<file path="src/rtl/prk4_pkg.sv">
// ----------------------------------------------------------------------------
// prk4_pkg
// types and constants of the fixed-point rk4 pendulum integrator
// ----------------------------------------------------------------------------
package prk4_pkg;

    localparam logic CMD_LOAD = 1'b0;
    localparam logic CMD_STEP = 1'b1;

    localparam logic REG_GOL = 1'b0;
    localparam logic REG_DT  = 1'b1;

    localparam logic [31:0] GOL_RESET = 32'd164584489;
    localparam logic [23:0] DT_RESET  = 24'd167772;

    localparam logic signed [33:0] PI_Q28      = 34'sd843314857;
    localparam logic signed [33:0] HALF_PI_Q28 = 34'sd421657428;
    localparam logic signed [33:0] TWO_PI_Q28  = 34'sd1686629713;
    localparam logic signed [33:0] GAIN_Q30    = 34'sd652032874;

    localparam int ATAN_LEN = 30;
    localparam logic [30:0] ATAN_Q30 [0:ATAN_LEN-1] = '{
        31'd843314857, 31'd497837829, 31'd263043837, 31'd133525159, 31'd67021687,
        31'd33543516, 31'd16775851, 31'd8388437, 31'd4194283, 31'd2097149,
        31'd1048576, 31'd524288, 31'd262144, 31'd131072, 31'd65536,
        31'd32768, 31'd16384, 31'd8192, 31'd4096, 31'd2048,
        31'd1024, 31'd512, 31'd256, 31'd128, 31'd64,
        31'd32, 31'd16, 31'd8, 31'd4, 31'd2
    };

    // rounding shifts of the stage updates
    localparam logic [4:0] SH_SINE   = 5'd30;
    localparam logic [4:0] SH_HALF_T = 5'd21;
    localparam logic [4:0] SH_HALF_O = 5'd25;
    localparam logic [4:0] SH_FULL_T = 5'd20;
    localparam logic [4:0] SH_FULL_O = 5'd24;

    typedef struct packed {
        logic              command;
        logic signed [31:0] start_angle;
        logic signed [31:0] start_rate;
    } req_t;

    typedef struct packed {
        logic signed [31:0] angle;
        logic signed [31:0] angular_rate;
        logic [31:0]        steps_taken;
        logic               overflow;
    } rsp_t;

    typedef enum logic [3:0] {
        ST_IDLE, ST_REDUCE, ST_INIT, ST_ITER, ST_MULG, ST_KDERIV, ST_MULT, ST_ADDT,
        ST_MULO, ST_ADDO, ST_FMUL, ST_DIVGO, ST_DIVWAIT, ST_FADD, ST_DONE
    } state_t;

    typedef enum logic [3:0] {
        OP_NONE, OP_LOAD, OP_START, OP_REDUCE, OP_INIT, OP_ITER, OP_MULG, OP_KDERIV,
        OP_MULT, OP_ADDT, OP_MULO, OP_ADDO, OP_FMUL, OP_DIVGO, OP_FADD, OP_PUSH
    } op_t;

    typedef struct packed {
        op_t        op;
        logic [1:0] stage;
        logic       fsel;
        logic [4:0] iter;
    } cmd_t;

    typedef struct packed {
        logic div_done;
    } stat_t;

endpackage

</file>
<file path="src/rtl/prk4_ctrl.sv">
// ----------------------------------------------------------------------------
// prk4_ctrl
// sequencer for the four derivative stages and the final update
// ----------------------------------------------------------------------------
module prk4_ctrl
#(
    parameter int CORDIC_ITERATIONS = 24
)
(
    input  logic            clk,
    input  logic            rst_n,
    input  logic            req_valid,
    output logic            req_ready,
    input  logic            req_command,
    output logic            rsp_valid,
    input  logic            rsp_ready,
    output prk4_pkg::cmd_t  cmd,
    input  prk4_pkg::stat_t stat
);
    import prk4_pkg::*;

    localparam int ITER_N = (CORDIC_ITERATIONS > ATAN_LEN) ? ATAN_LEN : CORDIC_ITERATIONS;
    localparam logic [4:0] ITER_LAST = 5'(ITER_N - 1);

    state_t     state_reg, state_next;
    logic [1:0] stage_reg, stage_next;
    logic       fsel_reg, fsel_next;
    logic [4:0] iter_reg, iter_next;
    logic       valid_reg, valid_next;

    always_comb
    begin
        state_next = state_reg;
        stage_next = stage_reg;
        fsel_next  = fsel_reg;
        iter_next  = iter_reg;
        valid_next = valid_reg && !rsp_ready;
        cmd.op     = OP_NONE;
        cmd.stage  = stage_reg;
        cmd.fsel   = fsel_reg;
        cmd.iter   = iter_reg;
        req_ready  = 1'b0;

        unique case (state_reg)
            ST_IDLE:
            begin
                req_ready = 1'b1;
                if (req_valid)
                begin
                    stage_next = '0;
                    if (req_command == CMD_STEP)
                    begin
                        cmd.op     = OP_START;
                        state_next = ST_REDUCE;
                    end
                    else
                    begin
                        cmd.op     = OP_LOAD;
                        state_next = ST_DONE;
                    end
                end
            end
            ST_REDUCE:
            begin
                cmd.op     = OP_REDUCE;
                state_next = ST_INIT;
            end
            ST_INIT:
            begin
                cmd.op     = OP_INIT;
                iter_next  = '0;
                state_next = ST_ITER;
            end
            ST_ITER:
            begin
                cmd.op    = OP_ITER;
                iter_next = iter_reg + 5'd1;
                if (iter_reg == ITER_LAST)
                    state_next = ST_MULG;
            end
            ST_MULG:
            begin
                cmd.op     = OP_MULG;
                state_next = ST_KDERIV;
            end
            ST_KDERIV:
            begin
                cmd.op = OP_KDERIV;
                if (stage_reg == 2'd3)
                begin
                    fsel_next  = 1'b0;
                    state_next = ST_FMUL;
                end
                else
                    state_next = ST_MULT;
            end
            ST_MULT:
            begin
                cmd.op     = OP_MULT;
                state_next = ST_ADDT;
            end
            ST_ADDT:
            begin
                cmd.op     = OP_ADDT;
                state_next = ST_MULO;
            end
            ST_MULO:
            begin
                cmd.op     = OP_MULO;
                state_next = ST_ADDO;
            end
            ST_ADDO:
            begin
                cmd.op     = OP_ADDO;
                stage_next = stage_reg + 2'd1;
                state_next = ST_REDUCE;
            end
            ST_FMUL:
            begin
                cmd.op     = OP_FMUL;
                state_next = ST_DIVGO;
            end
            ST_DIVGO:
            begin
                cmd.op     = OP_DIVGO;
                state_next = ST_DIVWAIT;
            end
            ST_DIVWAIT:
            begin
                if (stat.div_done)
                    state_next = ST_FADD;
            end
            ST_FADD:
            begin
                cmd.op = OP_FADD;
                if (!fsel_reg)
                begin
                    fsel_next  = 1'b1;
                    state_next = ST_FMUL;
                end
                else
                    state_next = ST_DONE;
            end
            ST_DONE:
            begin
                // hold the result until the output word is free
                if (!valid_reg || rsp_ready)
                begin
                    cmd.op     = OP_PUSH;
                    valid_next = 1'b1;
                    state_next = ST_IDLE;
                end
            end
            default:
            begin
                state_next = ST_IDLE;
            end
        endcase
    end

    always_ff @(posedge clk or negedge rst_n)
    begin
        if (!rst_n)
        begin
            state_reg <= ST_IDLE;
            stage_reg <= '0;
            fsel_reg  <= 1'b0;
            iter_reg  <= '0;
            valid_reg <= 1'b0;
        end
        else
        begin
            state_reg <= state_next;
            stage_reg <= stage_next;
            fsel_reg  <= fsel_next;
            iter_reg  <= iter_next;
            valid_reg <= valid_next;
        end
    end

    assign rsp_valid = valid_reg;

endmodule

</file>
<file path="config.mk">
export PLATFORM = sky130hd
export DESIGN_NAME = prk4_ctrl
export DESIGN_NICKNAME = d
export VERILOG_FILES = /design/src/rtl/prk4_pkg.sv /design/src/rtl/prk4_ctrl.sv
export SDC_FILE = /design/constraint.sdc
export NUM_CORES = 1
export LEC_CHECK = 0
export BUFFER_PORTS_ARGS = -buffer_cell sky130_fd_sc_hd__buf_2
export CAP_MARGIN = 40
export CORE_ASPECT_RATIO = 0.8
export CORE_MARGIN = 2
export CORE_UTILIZATION = 57
export CTS_CLUSTER_DIAMETER = 30
export DETAILED_ROUTE_END_ITERATION = 12
export GPL_TIMING_DRIVEN = 0
export PLACE_DENSITY = 0.86
export RECOVER_POWER = 25
export SYNTH_ARGS = -nofsm -noshare
export SYNTH_HDL_FRONTEND = slang
export SYNTH_SLANG_ARGS = --single-unit
</file>
<file path="constraint.sdc">
create_clock -name clk -period 2.8 [get_ports clk]
set_clock_uncertainty 0.1 [all_clocks]
set_input_delay 0.42 -clock clk [delete_from_list [all_inputs] [get_ports clk]]
set_output_delay 0.42 -clock clk [all_outputs]
set_load 0.01 [all_outputs]
</file>
==> results.toml <==
[logic_synthesis]
yosysTopAreaCell = "dfrtp_1"
ys_seq_area_share_pct = 34.5
yosysWarnings = 0
synthCells = 108
syn_area_um2 = 942
synth.area.top_cells = "dfrtp_1, nand2_1, o21ai_0"
netlist.area_leader.share_pct = 34.5
postSynthAreaPerCell_um2 = 8.72
ys_seq_elements = 13
syn_nets = 116
ys_types = 37

[timing]
grt_setup_unrepaired = "false"
fmax_mhz = 468
timing.final.crit_share_pct = 76.3
finalHoldViolCount = 0
drv_slew = 0
worstMarginPinSlew_ns = 0.692
setup_violations = 0
fin_tns_setup_ns = 0
slew_headroom_pct = 53.9
finalCriticalPeriod_ns = 2.14

[pwr]
power_uw = 1260
power_density_nw_per_um2 = 1140
clkPwrFrac_pct = 9.1
p_seq_share_pct = 26.4
leakage_uw = 0.000519
power.internal_uw = 688
ir_drop_uv = 642
p_comb_share_pct = 64.5
sw_frac_of_total_pct = 45.3
netSwitchingPower_uw = 571

[floorplan]
rows = 13
initial_core_util_pct = 59.1
core_area_um2 = 1590
dieArea_um2 = 2000
dieWidth_um = 49.5
top_level_ports = 20
die_height_um = 40.4

[worst_hold_path]
min_path_type = "primary input to register"

[routing]
drc = 0
vias = 895
drt_pass1_iterations = 4
drt-total-wl_um = 2010
ant_nets = 0
via_per_inst = 5.81
post_drt_wl_per_cell_um = 13.1
drt_iter0_drc = 28

[final_layout]
finalNonFillerCells = 154
fin_util_pct = 69.0
design_area_um2 = 1100
layout.nets = 141
area_growth_pct = 16.7
drive_above_1_share_pct = 27.3
largest_register_ffs = 5
diodes = 0

[clock_network]
cts_resized = 0
cts-root-buf = "clkbuf_4"
cts_tree = "done"
cts_sinks = 13
clock_latency_ns = 0.28
clkTransAtPathRegs_ns = 0.08
cts_buffers = 3
cts_max_path_buffers = 2
htree_levels = 1

[grt]
grt.overflow.total = 0
grt_max_degree = 14
grt_pass1_vias = 738
antenna_found_initial = 0
grt_pass1_wl_um = 3250
grtUsageTotal_pct = 22.8

[place]
detailed_place.area_um2 = 1060
portBuffers = 19
dp_hpwl_um = 1520
gp_congestion = 0.886
dp_cells = 149

[critical_path]
required_ns = 2.28
critPathLaunchType = "register"
critPathArrivalTime_ns = 1.62
crit_fanout = 10
crit_type = "register to primary output"
crit_path_end_kind = "primary output"

[status]
status = "finished, final reports clean"

[flow_run]
drv_cap = 0
-- through the flow --
stage / hold slack (ns) / setup slack (ns)
6_report: 0.378 / 0.664
5_1_grt: 0.397 / 0.515
4_1_cts: 0.379 / 0.663
3_5_place_dp: 0.216 / 0.978
3_3_place_gp: 0.216 / 0.972
2_1_floorplan: 0.0244 / 0.957
-- cells in the final DEF, fill, tap and decap left out, types with 2 or more instances in the layout --
| cell | n |
|---|---|
| ha_1 | 2 |
| buf_2 | 21 |
| o21bai_1 | 2 |
| a22o_1 | 4 |
| a21oi_1 | 3 |
| dfrtp_1 | 13 |
| nand4b_1 | 2 |
| nand2b_1 | 6 |
| clkbuf_1 | 2 |
| buf_4 | 3 |
| xnor2_1 | 2 |
| nand2_1 | 12 |
| buf_6 | 3 |
| nand3_1 | 7 |
| o21ai_1 | 7 |
| clkbuf_4 | 3 |
| nor2_1 | 6 |
| o21ai_0 | 8 |
| nor3_1 | 4 |
| nor2b_1 | 2 |
-- per-layer routing --
| layer | track usage, % | part of all wire, % | routed length, um |
|---|---|---|---|
| met2 | 35.1 | 43 | 865 |
| met1 | 28.8 | 47 | 950 |
| met3 | 9.33 | 7.7 | 155 |
| met5 | 0 | 0 | 0 |
| met4 | 9.72 | 2.0 | 40 |
-- layout make-up --
cell class	count	area [um2]
plain buffers	9	71.3
clock buffers	4	26.3
fillers	144	494
inverters	2	7.51
multi-input cells	84	538
flip-flops and latches	13	325
well taps	22	27.5
repair buffers	20	104
-- synthesized netlist by cell type --
master / instances
a211oi_1: 1
a21boi_1: 1
a21oi_1: 3
a221oi_2: 1
a22o_1: 4
a2bb2oi_2: 1
a32oi_1: 1
and2_1: 1
and2b_1: 1
and3b_1: 1
and4bb_1: 1
buf_2: 3
buf_4: 3
buf_6: 3
dfrtp_1: 13
ha_1: 2
inv_1: 1
inv_2: 1
mux2_2: 1
nand2_1: 12
nand2b_1: 6
nand3_1: 7
nand3b_2: 1
nand4b_1: 2
nor2_1: 6
nor2b_1: 2
nor3_1: 4
nor4_2: 1
o211a_1: 1
o21a_1: 1
o21ai_0: 8
o21ai_1: 7
o21bai_1: 2
o221ai_1: 1
o22a_1: 1
o22ai_1: 1
xnor2_1: 2
-- worst paths after layout --
| path | to | start | slack (ns) | depth (start not counted) |
|---|---|---|---|---|
| setup reg to reg | state_reg[3] | stage_reg[0] | 1.28 | 5 |
| hold / removal | rsp_valid | rsp_ready | 0.38 | 3 |
| min in group asynchronous | fsel_reg | rst_n | 0.59 | 2 |
| hold reg to reg | stage_reg[0] | stage_reg[0] | 0.42 | 1 |
| setup / recovery | cmd[8] | state_reg[1] | 0.66 | 5 |
| max in group asynchronous | state_reg[3] | rst_n | 1.57 | 2 |
-- power by group through the flow --
| stage | Sequential, uW | Combinational, uW | Clock, uW |
|---|---|---|---|
| 2_1_floorplan | 337 | 595 | 0 |
| 3_3_place_gp | 331 | 787 | 0 |
| 3_5_place_dp | 336 | 804 | 0 |
| 4_1_cts | 332 | 808 | 118 |
| 5_1_grt | 343 | 893 | 128 |
| 6_report | 333 | 811 | 115 |
-- logic make-up after synthesis --
| family | share of synthesized area (%) |
|---|---|
| flops | 34.5 |
| xor+xnor | 1.86 |
| simple gates | 26.4 |
| mux | 1.20 |
| compound gates | 25.0 |
| fa+ha+maj | 2.66 |
| buf+inv | 8.36 |
-- worst max-delay path, cell delays in order (launching register included) --
cell	delay, ns
dfrtp_1	0.41
buf_6	0.15
nor4_2	0.28
nand2_1	0.15
o221ai_1	0.19
buf_2	0.16
-- timing repair --
action / 4_1_cts / 5_1_grt
hold buffers: 1 / 0
setup buffers: 0 / 0
endpoints found under the hold margin: 13 / 0
Note: power is estimated with default switching activity, not from simulation.
